**src/rtl/htne_pkg.sv**
```systemverilog
// Package: shared types, character constants and keyword tables of the tag name extractor.
package htne_pkg;

    // Length field wide enough for any name buffer size from 8 to 64
    localparam int NAME_LEN_W = 7;

    // Character codes
    localparam logic [7:0] CH_LT    = 8'h3C;
    localparam logic [7:0] CH_GT    = 8'h3E;
    localparam logic [7:0] CH_SLASH = 8'h2F;
    localparam logic [7:0] CH_DASH  = 8'h2D;
    localparam logic [7:0] CH_BRK   = 8'h5B;
    localparam logic [7:0] CH_SP    = 8'h20;
    localparam logic [7:0] CH_TAB   = 8'h09;
    localparam logic [7:0] CH_LF    = 8'h0A;
    localparam logic [7:0] CH_VT    = 8'h0B;
    localparam logic [7:0] CH_FF    = 8'h0C;
    localparam logic [7:0] CH_CR    = 8'h0D;
    localparam logic [7:0] CH_NUL   = 8'h00;

    // Raw text kinds
    localparam logic KIND_SCRIPT = 1'b0;
    localparam logic KIND_STYLE  = 1'b1;

    // Keyword lengths
    localparam logic [2:0] LEN_BANG   = 3'd3;
    localparam logic [2:0] LEN_SCRIPT = 3'd6;
    localparam logic [2:0] LEN_STYLE  = 3'd5;
    localparam logic [2:0] LEN_SYN_SCRIPT = 3'd7;
    localparam logic [2:0] LEN_SYN_STYLE  = 3'd6;

    typedef struct packed {
        logic       req_type;
        logic [7:0] data_byte;
    } t_in_item;

    typedef struct packed {
        logic [7:0] tag_char;
        logic       char_valid;
        logic       last_of_tag;
        logic       name_truncated;
        logic       synthetic_close;
    } t_out_item;

    typedef enum logic [2:0] {
        M_TEXT,
        M_NAME,
        M_SKIP,
        M_COMMENT,
        M_RAW_WAIT,
        M_RAW_LT,
        M_RAW_CLOSE
    } t_mode;

    typedef enum logic [1:0] {
        CM_MATCHING,
        CM_SPACE,
        CM_FAILED
    } t_cstat;

    typedef enum logic [1:0] {
        B_IDLE,
        B_FETCH,
        B_SHOW
    } t_bstate;

    // Work handed from the parser to the output sequencer
    typedef struct packed {
        logic                  is_synth;
        logic                  raw_kind;
        logic                  overflow;
        logic [NAME_LEN_W-1:0] len;
    } t_cmd;

    function automatic logic [7:0] bang_char(logic [2:0] pos);
        case (pos)
            3'd0:    return "!";
            3'd1:    return "-";
            3'd2:    return "-";
            default: return CH_NUL;
        endcase
    endfunction

    function automatic logic [7:0] script_char(logic [2:0] pos);
        case (pos)
            3'd0:    return "s";
            3'd1:    return "c";
            3'd2:    return "r";
            3'd3:    return "i";
            3'd4:    return "p";
            3'd5:    return "t";
            default: return CH_NUL;
        endcase
    endfunction

    function automatic logic [7:0] style_char(logic [2:0] pos);
        case (pos)
            3'd0:    return "s";
            3'd1:    return "t";
            3'd2:    return "y";
            3'd3:    return "l";
            3'd4:    return "e";
            default: return CH_NUL;
        endcase
    endfunction

    // Character of the generated close name: '/' then the keyword
    function automatic logic [7:0] synth_char(logic kind, logic [2:0] pos);
        logic [2:0] p;
        p = pos - 3'd1;
        if (pos == 3'd0) return CH_SLASH;
        return (kind == KIND_STYLE) ? style_char(p) : script_char(p);
    endfunction

    function automatic logic is_delim(logic [7:0] c);
        return c inside {CH_GT, CH_SP, CH_BRK, CH_LF, CH_CR, CH_NUL};
    endfunction

    function automatic logic is_space(logic [7:0] c);
        return c inside {CH_SP, CH_TAB, CH_LF, CH_VT, CH_FF, CH_CR};
    endfunction

endpackage

```
**src/rtl/htne_ifs.sv**
```systemverilog
// Interfaces: byte input channel and tag character output channel.
interface htne_in_if;
    logic               valid;
    logic               ready;
    htne_pkg::t_in_item item;

    modport source (output valid, output item, input ready);
    modport sink   (input valid, input item, output ready);
endinterface

interface htne_out_if;
    logic                valid;
    logic                ready;
    htne_pkg::t_out_item item;

    modport source (output valid, output item, input ready);
    modport sink   (input valid, input item, output ready);
endinterface

```
**src/rtl/htne_cmd_fifo.sv**
```systemverilog
// Two-entry command queue between the parser and the output sequencer.
module htne_cmd_fifo (
    input  logic           i_clk,
    input  logic           i_rst_n,
    input  logic           i_push,
    input  htne_pkg::t_cmd i_cmd,
    output logic           o_full,
    input  logic           i_pop,
    output htne_pkg::t_cmd o_cmd,
    output logic           o_empty
);
    import htne_pkg::*;

    t_cmd       r_q [2];
    logic       r_wp, r_rp;
    logic [1:0] r_cnt;

    assign o_full  = (r_cnt == 2'd2);
    assign o_empty = (r_cnt == 2'd0);
    assign o_cmd   = r_q[r_rp];

    // Entry storage
    always_ff @(posedge i_clk) begin
        if (i_push) r_q[r_wp] <= i_cmd;
    end

    // Pointers and fill count
    always_ff @(posedge i_clk) begin
        if (!i_rst_n) begin
            r_wp  <= 1'b0;
            r_rp  <= 1'b0;
            r_cnt <= 2'd0;
        end else begin
            if (i_push) r_wp <= ~r_wp;
            if (i_pop)  r_rp <= ~r_rp;
            case ({i_push, i_pop})
                2'b10:   r_cnt <= r_cnt + 2'd1;
                2'b01:   r_cnt <= r_cnt - 2'd1;
                default: r_cnt <= r_cnt;
            endcase
        end
    end

endmodule

```
**src/rtl/htne_front.sv**
```systemverilog
// Parser: takes input bytes, tracks the HTML parse mode and queues name and close emissions.
module htne_front #(
    parameter int MAX_TAG_LEN = 32,
    localparam int LW = $clog2(MAX_TAG_LEN + 1),
    localparam int AW = $clog2(MAX_TAG_LEN)
) (
    input  logic           i_clk,
    input  logic           i_rst_n,
    htne_in_if.sink        i_in,
    output htne_pkg::t_cmd o_cmd,
    output logic           o_cmd_push,
    input  logic           i_cmd_full,
    output logic           o_wr_en,
    output logic [AW-1:0]  o_wr_addr,
    output logic [7:0]     o_wr_data,
    input  logic           i_name_done
);
    import htne_pkg::*;

    t_mode         r_mode,   n_mode;
    logic [LW-1:0] r_len,    n_len;
    logic          r_ovf,    n_ovf;
    logic [1:0]    r_dash,   n_dash;
    logic          r_raw,    n_raw;
    logic [2:0]    r_cpos,   n_cpos;
    t_cstat        r_cstat,  n_cstat;
    logic          r_m_bang, n_m_bang;
    logic          r_m_scr,  n_m_scr;
    logic          r_m_sty,  n_m_sty;
    logic          r_pend,   n_pend;

    logic       acc;
    logic [7:0] c;
    logic       is_scr, is_sty;
    t_mode      gt_mode;
    logic       gt_kind;
    logic [7:0] kw_c;
    logic [2:0] klen;

    // Hold input while a name is still being read out of the buffer or the queue is full
    assign i_in.ready = !r_pend && !i_cmd_full;
    assign acc        = i_in.valid && i_in.ready;
    assign c          = i_in.item.data_byte;

    // Buffered name against the raw text keywords, and the mode after '>'
    assign is_scr  = r_m_scr && !r_ovf && (r_len == LW'(LEN_SCRIPT));
    assign is_sty  = r_m_sty && !r_ovf && (r_len == LW'(LEN_STYLE));
    assign gt_mode = (is_scr || is_sty) ? M_RAW_WAIT : M_TEXT;
    assign gt_kind = is_sty ? KIND_STYLE : (is_scr ? KIND_SCRIPT : r_raw);

    assign kw_c = (r_raw == KIND_STYLE) ? style_char(r_cpos) : script_char(r_cpos);
    assign klen = (r_raw == KIND_STYLE) ? LEN_STYLE : LEN_SCRIPT;

    // Next state and queue writes
    always_comb begin
        n_mode   = r_mode;
        n_len    = r_len;
        n_ovf    = r_ovf;
        n_dash   = r_dash;
        n_raw    = r_raw;
        n_cpos   = r_cpos;
        n_cstat  = r_cstat;
        n_m_bang = r_m_bang;
        n_m_scr  = r_m_scr;
        n_m_sty  = r_m_sty;
        n_pend   = r_pend;
        o_cmd_push = 1'b0;
        o_cmd      = '{is_synth: 1'b0, raw_kind: KIND_SCRIPT, overflow: r_ovf,
                       len: NAME_LEN_W'(r_len)};
        o_wr_en    = 1'b0;
        o_wr_addr  = r_len[AW-1:0];
        o_wr_data  = c;

        if (acc) begin
            if (i_in.item.req_type) begin
                // End of stream: flush a pending name, back to reset values but for the keyword match flags
                if (r_mode == M_NAME) o_cmd_push = 1'b1;
                n_mode  = M_TEXT;
                n_len   = '0;
                n_ovf   = 1'b0;
                n_dash  = 2'd0;
                n_raw   = KIND_SCRIPT;
                n_cpos  = 3'd0;
                n_cstat = CM_MATCHING;
            end else begin
                case (r_mode)
                    M_NAME: begin
                        if (is_delim(c)) begin
                            o_cmd_push = 1'b1;
                            if (c == CH_GT) begin
                                n_mode = gt_mode;
                                n_raw  = gt_kind;
                            end else begin
                                n_mode = M_SKIP;
                            end
                        end else begin
                            if (r_len < LW'(MAX_TAG_LEN)) begin
                                o_wr_en  = 1'b1;
                                n_len    = r_len + LW'(1);
                                n_m_bang = r_m_bang && (r_len < LW'(LEN_BANG)) &&
                                           (c == bang_char(r_len[2:0]));
                                n_m_scr  = r_m_scr && (r_len < LW'(LEN_SCRIPT)) &&
                                           (c == script_char(r_len[2:0]));
                                n_m_sty  = r_m_sty && (r_len < LW'(LEN_STYLE)) &&
                                           (c == style_char(r_len[2:0]));
                            end else begin
                                n_ovf = 1'b1;
                            end
                            // Name "!--" opens a comment
                            if (!n_ovf && n_m_bang && (n_len == LW'(LEN_BANG))) begin
                                n_dash = 2'd0;
                                n_mode = M_COMMENT;
                            end
                        end
                    end
                    M_SKIP: begin
                        if (c == CH_GT) begin
                            n_mode = gt_mode;
                            n_raw  = gt_kind;
                        end
                    end
                    M_COMMENT: begin
                        if (c == CH_DASH) begin
                            if (r_dash != 2'd2) n_dash = r_dash + 2'd1;
                        end else if (c == CH_GT && r_dash == 2'd2) begin
                            n_dash = 2'd0;
                            n_mode = M_TEXT;
                        end else begin
                            n_dash = 2'd0;
                        end
                    end
                    M_RAW_WAIT: begin
                        if (c == CH_LT) n_mode = M_RAW_LT;
                    end
                    M_RAW_LT: begin
                        if (c == CH_SLASH) begin
                            n_cpos  = 3'd0;
                            n_cstat = CM_MATCHING;
                            n_mode  = M_RAW_CLOSE;
                        end else if (c != CH_LT) begin
                            n_mode = M_RAW_WAIT;
                        end
                    end
                    M_RAW_CLOSE: begin
                        if (c == CH_GT) begin
                            if (r_cstat != CM_FAILED && r_cpos == klen) begin
                                o_cmd_push = 1'b1;
                                o_cmd = '{is_synth: 1'b1, raw_kind: r_raw, overflow: 1'b0,
                                          len: NAME_LEN_W'((r_raw == KIND_STYLE) ?
                                               LEN_SYN_STYLE : LEN_SYN_SCRIPT)};
                                n_mode = M_TEXT;
                            end else begin
                                n_mode = M_RAW_WAIT;
                            end
                        end else if (c == CH_LT) begin
                            n_mode = M_RAW_LT;
                        end else if (r_cstat == CM_MATCHING) begin
                            if (r_cpos < klen && c == kw_c)     n_cpos  = r_cpos + 3'd1;
                            else if (r_cpos == klen && is_space(c)) n_cstat = CM_SPACE;
                            else                                 n_cstat = CM_FAILED;
                        end else if (r_cstat == CM_SPACE && !is_space(c)) begin
                            n_cstat = CM_FAILED;
                        end
                    end
                    default: begin
                        // Text: '<' starts a new name
                        if (c == CH_LT) begin
                            n_len    = '0;
                            n_ovf    = 1'b0;
                            n_m_bang = 1'b1;
                            n_m_scr  = 1'b1;
                            n_m_sty  = 1'b1;
                            n_mode   = M_NAME;
                        end
                    end
                endcase
            end
        end

        // Name readout in flight
        if (i_name_done) n_pend = 1'b0;
        if (o_cmd_push && !o_cmd.is_synth) n_pend = 1'b1;
    end

    // State registers
    always_ff @(posedge i_clk) begin
        if (!i_rst_n) begin
            r_mode   <= M_TEXT;
            r_len    <= '0;
            r_ovf    <= 1'b0;
            r_dash   <= 2'd0;
            r_raw    <= KIND_SCRIPT;
            r_cpos   <= 3'd0;
            r_cstat  <= CM_MATCHING;
            r_m_bang <= 1'b0;
            r_m_scr  <= 1'b0;
            r_m_sty  <= 1'b0;
            r_pend   <= 1'b0;
        end else begin
            r_mode   <= n_mode;
            r_len    <= n_len;
            r_ovf    <= n_ovf;
            r_dash   <= n_dash;
            r_raw    <= n_raw;
            r_cpos   <= n_cpos;
            r_cstat  <= n_cstat;
            r_m_bang <= n_m_bang;
            r_m_scr  <= n_m_scr;
            r_m_sty  <= n_m_sty;
            r_pend   <= n_pend;
        end
    end

endmodule

```
**src/rtl/htne_back.sv**
```systemverilog
// Output sequencer: holds the name buffer and reads names or generated closes out one character at a time.
module htne_back #(
    parameter int MAX_TAG_LEN = 32,
    localparam int LW = $clog2(MAX_TAG_LEN + 1),
    localparam int AW = $clog2(MAX_TAG_LEN)
) (
    input  logic           i_clk,
    input  logic           i_rst_n,
    input  logic           i_wr_en,
    input  logic [AW-1:0]  i_wr_addr,
    input  logic [7:0]     i_wr_data,
    input  htne_pkg::t_cmd i_cmd,
    input  logic           i_cmd_empty,
    output logic           o_cmd_pop,
    output logic           o_name_done,
    htne_out_if.source     o_out
);
    import htne_pkg::*;

    logic [7:0]    r_mem [MAX_TAG_LEN];
    logic [7:0]    r_rd;
    t_bstate       r_state, n_state;
    logic [LW-1:0] r_idx,   n_idx;
    t_cmd          r_cmd,   n_cmd;

    logic empty_name;
    logic last;

    // Name buffer: write from the parser, registered read at the current index
    always_ff @(posedge i_clk) begin
        if (i_wr_en) r_mem[i_wr_addr] <= i_wr_data;
        r_rd <= r_mem[r_idx[AW-1:0]];
    end

    assign empty_name = !r_cmd.is_synth && (r_cmd.len == '0);
    assign last       = empty_name ||
                        ((NAME_LEN_W'(r_idx) + NAME_LEN_W'(1)) == r_cmd.len);

    // Next state and output item
    always_comb begin
        n_state     = r_state;
        n_idx       = r_idx;
        n_cmd       = r_cmd;
        o_cmd_pop   = 1'b0;
        o_name_done = 1'b0;
        o_out.valid = 1'b0;
        o_out.item.tag_char        = r_cmd.is_synth ? synth_char(r_cmd.raw_kind, r_idx[2:0]) :
                                     (empty_name ? CH_NUL : r_rd);
        o_out.item.char_valid      = !empty_name;
        o_out.item.last_of_tag     = last;
        o_out.item.name_truncated  = !r_cmd.is_synth && r_cmd.overflow;
        o_out.item.synthetic_close = r_cmd.is_synth;

        case (r_state)
            B_IDLE: begin
                if (!i_cmd_empty) begin
                    o_cmd_pop = 1'b1;
                    n_cmd     = i_cmd;
                    n_idx     = '0;
                    n_state   = (i_cmd.is_synth || i_cmd.len == '0) ? B_SHOW : B_FETCH;
                end
            end
            B_FETCH: begin
                n_state = B_SHOW;
            end
            B_SHOW: begin
                o_out.valid = 1'b1;
                if (o_out.ready) begin
                    if (last) begin
                        n_state     = B_IDLE;
                        o_name_done = !r_cmd.is_synth;
                    end else begin
                        n_idx   = r_idx + LW'(1);
                        n_state = r_cmd.is_synth ? B_SHOW : B_FETCH;
                    end
                end
            end
            default: n_state = B_IDLE;
        endcase
    end

    // Control registers
    always_ff @(posedge i_clk) begin
        if (!i_rst_n) begin
            r_state <= B_IDLE;
            r_idx   <= '0;
        end else begin
            r_state <= n_state;
            r_idx   <= n_idx;
        end
    end

    // Current command
    always_ff @(posedge i_clk) begin
        r_cmd <= n_cmd;
    end

endmodule

```
**src/rtl/html_tag_name_extractor_top.sv**
```systemverilog
// Top level of the HTML tag name extractor: parser, command queue and output sequencer.
//
//  channel  interface      payload                                         direction
//  i_in     htne_in_if     req_type, data_byte                             in
//  o_out    htne_out_if    tag_char, char_valid, last_of_tag,
//                          name_truncated, synthetic_close                 out
//
// The parser takes one byte per cycle unless held. From the delimiter that ends a name
// until the last character of that name has been taken, input is held, since the name
// buffer is being read; input is also held while the command queue is full.
// The sequencer takes each queued command while idle, then reads each name character
// from the buffer before output; generated close characters go out directly.
// Reset is synchronous; the name buffer has no reset and needs no clearing pass.
// Output stalls hold the sequencer; the two-entry queue lets parsing run up to a name.
module html_tag_name_extractor_top #(
    parameter int MAX_TAG_LEN = 32
) (
    input logic         i_clk,
    input logic         i_rst_n,
    htne_in_if.sink     i_in,
    htne_out_if.source  o_out
);
    import htne_pkg::*;

    localparam int AW = $clog2(MAX_TAG_LEN);

    t_cmd          push_cmd, pop_cmd;
    logic          cmd_push, cmd_pop, cmd_full, cmd_empty;
    logic          wr_en;
    logic [AW-1:0] wr_addr;
    logic [7:0]    wr_data;
    logic          name_done;

    htne_front #(.MAX_TAG_LEN(MAX_TAG_LEN)) u_front (
        .i_clk       (i_clk),
        .i_rst_n     (i_rst_n),
        .i_in        (i_in),
        .o_cmd       (push_cmd),
        .o_cmd_push  (cmd_push),
        .i_cmd_full  (cmd_full),
        .o_wr_en     (wr_en),
        .o_wr_addr   (wr_addr),
        .o_wr_data   (wr_data),
        .i_name_done (name_done)
    );

    htne_cmd_fifo u_fifo (
        .i_clk   (i_clk),
        .i_rst_n (i_rst_n),
        .i_push  (cmd_push),
        .i_cmd   (push_cmd),
        .o_full  (cmd_full),
        .i_pop   (cmd_pop),
        .o_cmd   (pop_cmd),
        .o_empty (cmd_empty)
    );

    htne_back #(.MAX_TAG_LEN(MAX_TAG_LEN)) u_back (
        .i_clk       (i_clk),
        .i_rst_n     (i_rst_n),
        .i_wr_en     (wr_en),
        .i_wr_addr   (wr_addr),
        .i_wr_data   (wr_data),
        .i_cmd       (pop_cmd),
        .i_cmd_empty (cmd_empty),
        .o_cmd_pop   (cmd_pop),
        .o_name_done (name_done),
        .o_out       (o_out)
    );

endmodule

```
**src/flat_wrapper.sv**
```systemverilog
// flat-port wrapper written by rule: the top's interface ports become plain ports
module html_tag_name_extractor_top_flat import htne_pkg::*;
#(
    parameter int MAX_TAG_LEN = 32
)
  (i_clk, i_rst_n, i_in_valid, i_in_item, i_in_ready, o_out_valid, o_out_item, o_out_ready);
  htne_in_if i_in_i ();
  htne_out_if o_out_i ();
  input logic i_clk;
  input logic i_rst_n;
  input wire logic [$bits(i_in_i.valid)-1:0] i_in_valid;
  input wire logic [$bits(i_in_i.item)-1:0] i_in_item;
  output wire logic [$bits(i_in_i.ready)-1:0] i_in_ready;
  output wire logic [$bits(o_out_i.valid)-1:0] o_out_valid;
  output wire logic [$bits(o_out_i.item)-1:0] o_out_item;
  input wire logic [$bits(o_out_i.ready)-1:0] o_out_ready;
  assign i_in_i.valid = i_in_valid;
  assign i_in_i.item = i_in_item;
  assign i_in_ready = i_in_i.ready;
  assign o_out_valid = o_out_i.valid;
  assign o_out_item = o_out_i.item;
  assign o_out_i.ready = o_out_ready;
  html_tag_name_extractor_top #(.MAX_TAG_LEN(MAX_TAG_LEN)) u_core (.i_clk(i_clk), .i_rst_n(i_rst_n), .i_in(i_in_i), .o_out(o_out_i));
endmodule
```
**config.mk**
```make
export PLATFORM = sky130hd
export DESIGN_NAME = html_tag_name_extractor_top_flat
export DESIGN_NICKNAME = d
export VERILOG_FILES = /design/src/rtl/htne_pkg.sv /design/src/rtl/htne_ifs.sv /design/src/rtl/htne_cmd_fifo.sv /design/src/rtl/htne_front.sv /design/src/rtl/htne_back.sv /design/src/rtl/html_tag_name_extractor_top.sv /design/src/flat_wrapper.sv
export SDC_FILE = /design/constraint.sdc
export NUM_CORES = 1
export LEC_CHECK = 0
export BUFFER_PORTS_ARGS = -buffer_cell sky130_fd_sc_hd__buf_2
export CAP_MARGIN = 0
export CORE_AREA = 4 4 209 211
export CTS_CLUSTER_DIAMETER = 80
export CTS_CLUSTER_SIZE = 24
export DETAILED_ROUTE_END_ITERATION = 10
export DIE_AREA = 0 0 213 215
export GPL_TIMING_DRIVEN = 0
export PLACE_DENSITY = 0.54
export SLEW_MARGIN = 20
export SYNTH_ARGS = -nofsm -noshare
export SYNTH_HDL_FRONTEND = slang
export SYNTH_SLANG_ARGS = --single-unit
```
**constraint.sdc**
```tcl
create_clock -name i_clk -period 2.6 [get_ports i_clk]
set_input_delay 0.26 -clock i_clk [delete_from_list [all_inputs] [get_ports i_clk]]
set_output_delay 0.26 -clock i_clk [all_outputs]
set_load 0.005 [all_outputs]
```
# Word level (Yosys, flattened, before mapping)
# Memories as Yosys holds them, arrays and structs flattened. A register that Yosys moved wholly into a read port is not among the register bits.
# Index checks and enable logic that the tools add are counted.
[word_totals]
regBits = 44
output_inout_bits = 14
in_bits = 13
ram_bits = 276
memories = 2
[classes]
bitwise = 5
eq_ne = 73
mux = 148
n_reduce_logical = 67
n_addsub = 8
order_cmp = 5
[mem_list]
columns = ["memory", "words", "word_bits", "read_ports", "rd_ports_with_merged_regs", "wr", "line", "rtl"]
rows = [
  ["u_core.u_back.r_mem", 32, 8, 1, 1, 1, "htne_back.sv:20", "logic [7:0] r_mem [MAX_TAG_LEN];"],
  ["u_core.u_fifo.r_q", 2, 10, 1, 1, 1, "htne_cmd_fifo.sv:14", "t_cmd r_q [2];"],
]
[ops]
columns = ["op", "count"]
rows = [
  ["2-to-1 mux 8 bit", 21],
  ["one-hot mux 7 bit (6 select lines)", 3],
  ["one-hot mux 7 bit (5 select lines)", 3],
  ["2-to-1 mux 6 bit", 11],
  ["2-to-1 mux 3 bit", 20],
  ["2-to-1 mux 1 bit", 51],
  ["2-to-1 mux 10 bit", 5],
  ["equality test 8 x 4 -> 1 bit (second input constant)", 5],
  ["equality test 8 x 6 -> 1 bit (second input constant)", 5],
  ["2-to-1 mux 2 bit", 19],
  ["one-hot mux 6 bit (2 select lines)", 3],
  ["equality test 8 bit", 4],
  ["equality test 3 bit (second input constant)", 9],
  ["!= test 3 bit (second input constant)", 9],
  ["equality test 3 x 2 -> 1 bit (second input constant)", 8],
  ["logical AND 1 bit", 22],
  ["AND reduction 7 bit", 3],
  ["one-hot mux 3 bit (6 select lines)", 1],
  ["!= test 4 bit (second input constant)", 4],
  ["logical NOT 7 bit", 2],
  ["adder 6 x 1 -> 6 bit (second input constant)", 2],
  ["equality test 3 x 1 -> 1 bit (second input constant)", 4],
  ["equality test 6 x 3 -> 1 bit (second input constant)", 2],
  ["logical NOT 3 bit", 4],
  ["other kinds (40)", 86],
]

# Depth between registers and ports, before layout
[depth]
depth_word = 21
depth_mapped = 15

# Modules after synthesis
# From an unflattened synthesis, not the netlist that was laid out.
[unflattened]
cells_unflattened = 987
hier_area_um2 = 14894.3
[by_module_without_submodules]
columns = ["mod", "n_inst", "cells_each", "area_per_inst_um2", "seq_area_each_um2"]
rows = [
  ["htne_back", 1, 567, 11335.9, 8308.0],
  ["htne_front", 1, 367, 2623.8, 440.4],
  ["htne_cmd_fifo", 1, 53, 934.6, 700.7],
]

# Least setup slack after synthesis
# No wires, ideal clock.
[synth_timing]
kind = "flip-flop to flip-flop"
from = "reg u_core.u_back.r_idx[1]"
to = "reg u_core.u_back.r_idx[3]"
setup_slack_ps = -259
arrival_ps = 2785
path_stages_with_launch = 15
synth_period_minus_slack_ps = 2859
setup_ps = 74
required_ps = 2526
cell_sequence = "dfxtp_1 -> buf_1 -> clkbuf_1 -> inv_1 -> ha_1 -> xor2_1 -> a211oi_1 -> nand4_1 -> nor2_1 -> nor2_2 -> inv_2 -> or2_1 -> clkbuf_1 -> or3_1 -> a31oi_1"
[synth_between]
elab_chain_len = 5
[synth_lines]
columns = ["element", "line", "rtl"]
rows = [
  ["start, declared", "htne_back.sv:23", "logic [LW-1:0] r_idx, n_idx;"],
  ["start signal, assigned", "htne_back.sv:89", "r_idx <= n_idx;"],
  ["adder 6 x 1 -> 7 bit", "htne_back.sv:37", "((NAME_LEN_W'(r_idx) + NAME_LEN_W'(1)) == r_cmd.len);"],
  ["equality test 7 bit", "htne_back.sv:37", ""],
  ["logical OR 1 bit", "htne_back.sv:36", "assign last = empty_name ||"],
  ["named net u_core.u_back.last", "htne_back.sv:27", "logic last;"],
  ["!= test 2 bit (no source line)", "--", ""],
  ["AND reduction 4 bit (no source line)", "--", ""],
]
# The timed path passes the listed nets, and every way through them passes these cells. The select of a mux whose other input is x is not followed.
# A chain may end at the register's enable or synchronous reset.

# Final worst setup path
[layout_timing]
from = "reg u_core.u_back.r_idx[0]"
to = "out o_out_item[8]"
[layout_between]
elab_chain_len = 6
[layout_lines]
columns = ["element", "line", "rtl"]
rows = [
  ["subtractor 3 x 1 -> 3 bit", "htne_pkg.sv:110", "p = pos - 3'd1;"],
  ["equality test 3 bit (tied with other cells)", "htne_pkg.sv:85", "case (pos)"],
  ["one-hot mux 7 bit (6 select lines) or one-hot mux 7 bit (5 select lines) (tied branches)", "htne_pkg.sv:85, htne_pkg.sv:97", ""],
  ["2-to-1 mux 8 bit", "htne_pkg.sv:112", "return (kind == KIND_STYLE) ? style_char(p) : script_char(p);"],
  ["2-to-1 mux 8 bit *", "htne_pkg.sv:112", ""],
  ["2-to-1 mux 8 bit *", "htne_back.sv:47", "o_out.item.tag_char = r_cmd.is_synth ? synth_char(r_cmd.raw_kind, r_idx[2:0]) :"],
  ["end, declared", "flat_wrapper.sv:15", "output wire logic [$bits(o_out_i.item)-1:0] o_out_item;"],
]
# Every way passes the cells marked *; elsewhere a longest branch is shown, timed or not.

==> impl_results.md <==
- Fmax achieved: 372 MHz
- VDD IR max: 0.350 mV
- Layout Skew: 0.0351 ns
- CTS tree: yes
- Critical path required time: 2.34 ns
- DRT iter0 DRCs: 746
- Hold buffer count at CTS: 0
- Number of global-route vias before repair: 8,717
- Worst Tran Pin Value: 0.782 ns
- Commonest non-fill, non-tap cell in the layout: edfxtp_1
- Worst-Skew Late Latency: 0.54 ns
- Slew Limit Headroom: 47.9%
- Most frequent cells in the layout: 283 x edfxtp_1, 80 x mux4_2, 45 x nor2_1, 40 x a21oi_1, 36 x buf_4
- Setup WS post-layout: -0.0848 ns
- Syn Std Cell Area: 14,500 um2
- Crit-path max FO: 6
- Worst Path Arrival: 2.42 ns
- Initial antenna violation count: 1
- Worst slack at placement: -1.65 ns
- Outcome: finished with violations
- Total leakage power: 5.24 nW
- Area growth, synth to finish: 18.1%
- Pwr Density: 628 nW/um2
- RSZ-0062 raised after global routing: yes
- WS Path Type: flop to output port
- Register area share after synthesis: 64.6%
- Number of synthesized flops with an enable pin: 283
- Routed WL per cell: 21.9 um
- Synth unique cells: 71
- Pins Over Slew Limit: 0
- R2r setup slk: 0.04 ns
- Startpoint Class: flop
- CP startpoint: u_core.u_back.r_idx[0]
- GP Congestion: 0.828
- Die area: 45,800 um2
- Synth Register Bits: 326
- Area of the core: 41,800 um2
- Hold WS: 0.0700 ns
- Post-route DRC: 0
- Max Cap Violations: 0
- First-pass GRT wire length: 53,100 um
- Die H: 215 um
- Rows: 75
- HPWL Detailed: 23,200 um
- Post-route antenna net violation count: 0
- Diode count: 0
- DRT Pass-1 Iters: 5
- Post-Place Cells: 1,522
- Nets@finish: 1,068
- Drt total wl: 34,700 um
- H-tree depth: 1
- Die width: 213 um
- Buffers on Ports: 25
- Setup TNS: -0.154 ns
- Post-route design area: 17,100 um2
- Avg Synthesized Cell Area: 15.1 um2
- Clock slew seen by the registers of the worst setup and hold paths: 0.09 ns
- Mapped Nets: 991
- Root Driver: clkbuf_16
- Cell count after synthesis: 957
- Fill count: 3,775
- Largest net degree at the start of global routing: 41
- Ports: 27
- Reg2reg end: u_core.u_back.r_rd[4]
- Post-DP Area: 15,300 um2
- CP Capture Type: output port
- DR vias: 8,488
- CTS Sinks: 326
- Gr usage total: 15.0%
- Global route total overflow: 0
- Failing checks: setup timing
- Final hold viol count: 0
- Final Total Pwr: 10.7 mW
- RR Startpoint: u_core.u_back.r_idx[1]
- Final setup viols: 3
- Worst Setup EP: o_out_item[8]
- Worst R2R Path Depth: 5
- Fin crit period: 2.68 ns
- Synth warnings: 0
- Post-synth ARST share: 0%
- CTS Buf Count: 20
- CTS Buffer Depth: 3
- Via density: 5.35
- Layout cells sized above 1: 30.8%
- Initial core utilization: 34.7%
- Final core area utilization: 41.0%
- Crit share post-route: 103%
- HP Class: primary input to flop
- Top FF cell, synth: edfxtp_1
- Final cell count without fillers: 1,587
area by class of cell:
cell class                      count  area (um2)  share of cell area [%]
Sequential cell                   326        9380                    54.8
Multi-Input combinational cell    550        5370                    31.4
Tap cell                          539         674                    3.94
Timing Repair Buffer               63         543                    3.18
Clock buffer                       28         541                    3.16
Buffer                             48         355                    2.08
Clock inverter                      8         133                   0.775
Inverter                           25         105                   0.615
worst min path at each step:
stage / start / endpoint / slack [ns] / cells after the start
after global placement: u_core.u_front.r_m_bang / u_core.u_front.r_m_bang / 0.47 / 2
after detailed placement: u_core.u_front.r_m_bang / u_core.u_front.r_m_bang / 0.48 / 2
after floorplan: i_in_item[0] / u_core.u_back.r_mem[0][0] / 0.36 / 0
after CTS: i_in_item[2] / u_core.u_back.r_mem[12][2] / 0.07 / 1
final: i_in_item[2] / u_core.u_back.r_mem[9][2] / 0.07 / 1
after global routing: i_in_item[2] / u_core.u_back.r_mem[9][2] / 0.05 / 1
flip-flops by register name (all words and copies together) (netlist names), named ones only:
signal and flops:
u_core.u_back.r_cmd 8, u_core.u_front.r_m_scr 1, u_core.u_back.r_idx 6, u_core.u_back.r_mem 256, u_core.u_back.r_state 2, u_core.u_front.r_raw 1, u_core.u_front.r_dash 2, u_core.u_fifo.r_q 18
u_core.u_front.r_ovf 1, u_core.u_front.r_m_sty 1, u_core.u_front.r_cpos 3, u_core.u_front.r_mode 3, u_core.u_fifo.r_rp 1, u_core.u_fifo.r_cnt 2, u_core.u_fifo.r_wp 1, u_core.u_front.r_len 6
u_core.u_back.r_rd 8, u_core.u_front.r_pend 1, u_core.u_back.o_out.item 1, u_core.u_front.r_cstat 2, u_core.u_front.r_m_bang 1
worst max-delay path, cell delays in order (launching register included):
cell and delay (ns):
dfxtp_2 0.35, buf_6 0.12, buf_12 0.10, buf_12 0.09, clkinvlp_4 0.10, buf_4 0.16, ha_4 0.18, xor2_4 0.20
nor2_1 0.06, a21oi_1 0.13, o21ai_1 0.09, a22o_1 0.20, buf_2 0.13
power by group:
part,internal (mW),total [mW],leakage [nW],switching (mW)
clock network,1.65,3.50,0.325,1.85
registers,5.80,5.89,2.91,0.0875
logic,0.603,1.35,2.00,0.744
repair_timing:
| action | 4_1_cts | 5_1_grt |
|---|---|---|
| buffers inserted | 27 | 10 |
| setup endpoints to repair | 302 | 279 |
| pin swaps | 17 | 13 |
| gates resized for setup | 166 | 45 |
kinds of logic after synthesis:
family / count (synthesis) / share of synthesized area, %
simple gates: 264 / 9.41
xor+xnor: 26 / 1.57
buf+inv: 81 / 2.31
compound gates: 134 / 5.94
mux: 105 / 14.3
flops: 326 / 64.6
fa+ha+maj: 21 / 1.81
per-layer routing:
layer	wire, um	up-vias	GRT usage (%)
met5	13	-	0
met4	706	2	3.29
met3	1570	42	2.16
met2	17400	178	25.5
met1	15000	4353	20.7
li1	-	3913	-
synth_stat cells (all sizes together) (5+ instances only):
master	n	area [um2]
a211oi	6	45.0
nand4	5	31.3
nand2b	9	56.3
xor2	10	87.6
xnor2	16	140
mux4	80	1800
nand3	33	165
inv	23	86.3
o31ai	6	45.0
dfxtp	43	861
clkbuf	35	131
mux2i	7	70.1
ha	21	263
or3	10	62.6
and2	8	50.1
nand2	37	139
edfxtp	283	8500
nor2b	11	68.8
nor4	12	75.1
mux2	18	203
nand3b	5	37.5
nor2	80	305
or2	8	50.1
a21oi	42	210
nor3	26	130
buf	21	109
a31oi	9	56.3
o21ai	35	175
(Power assumes the default switching activity.)
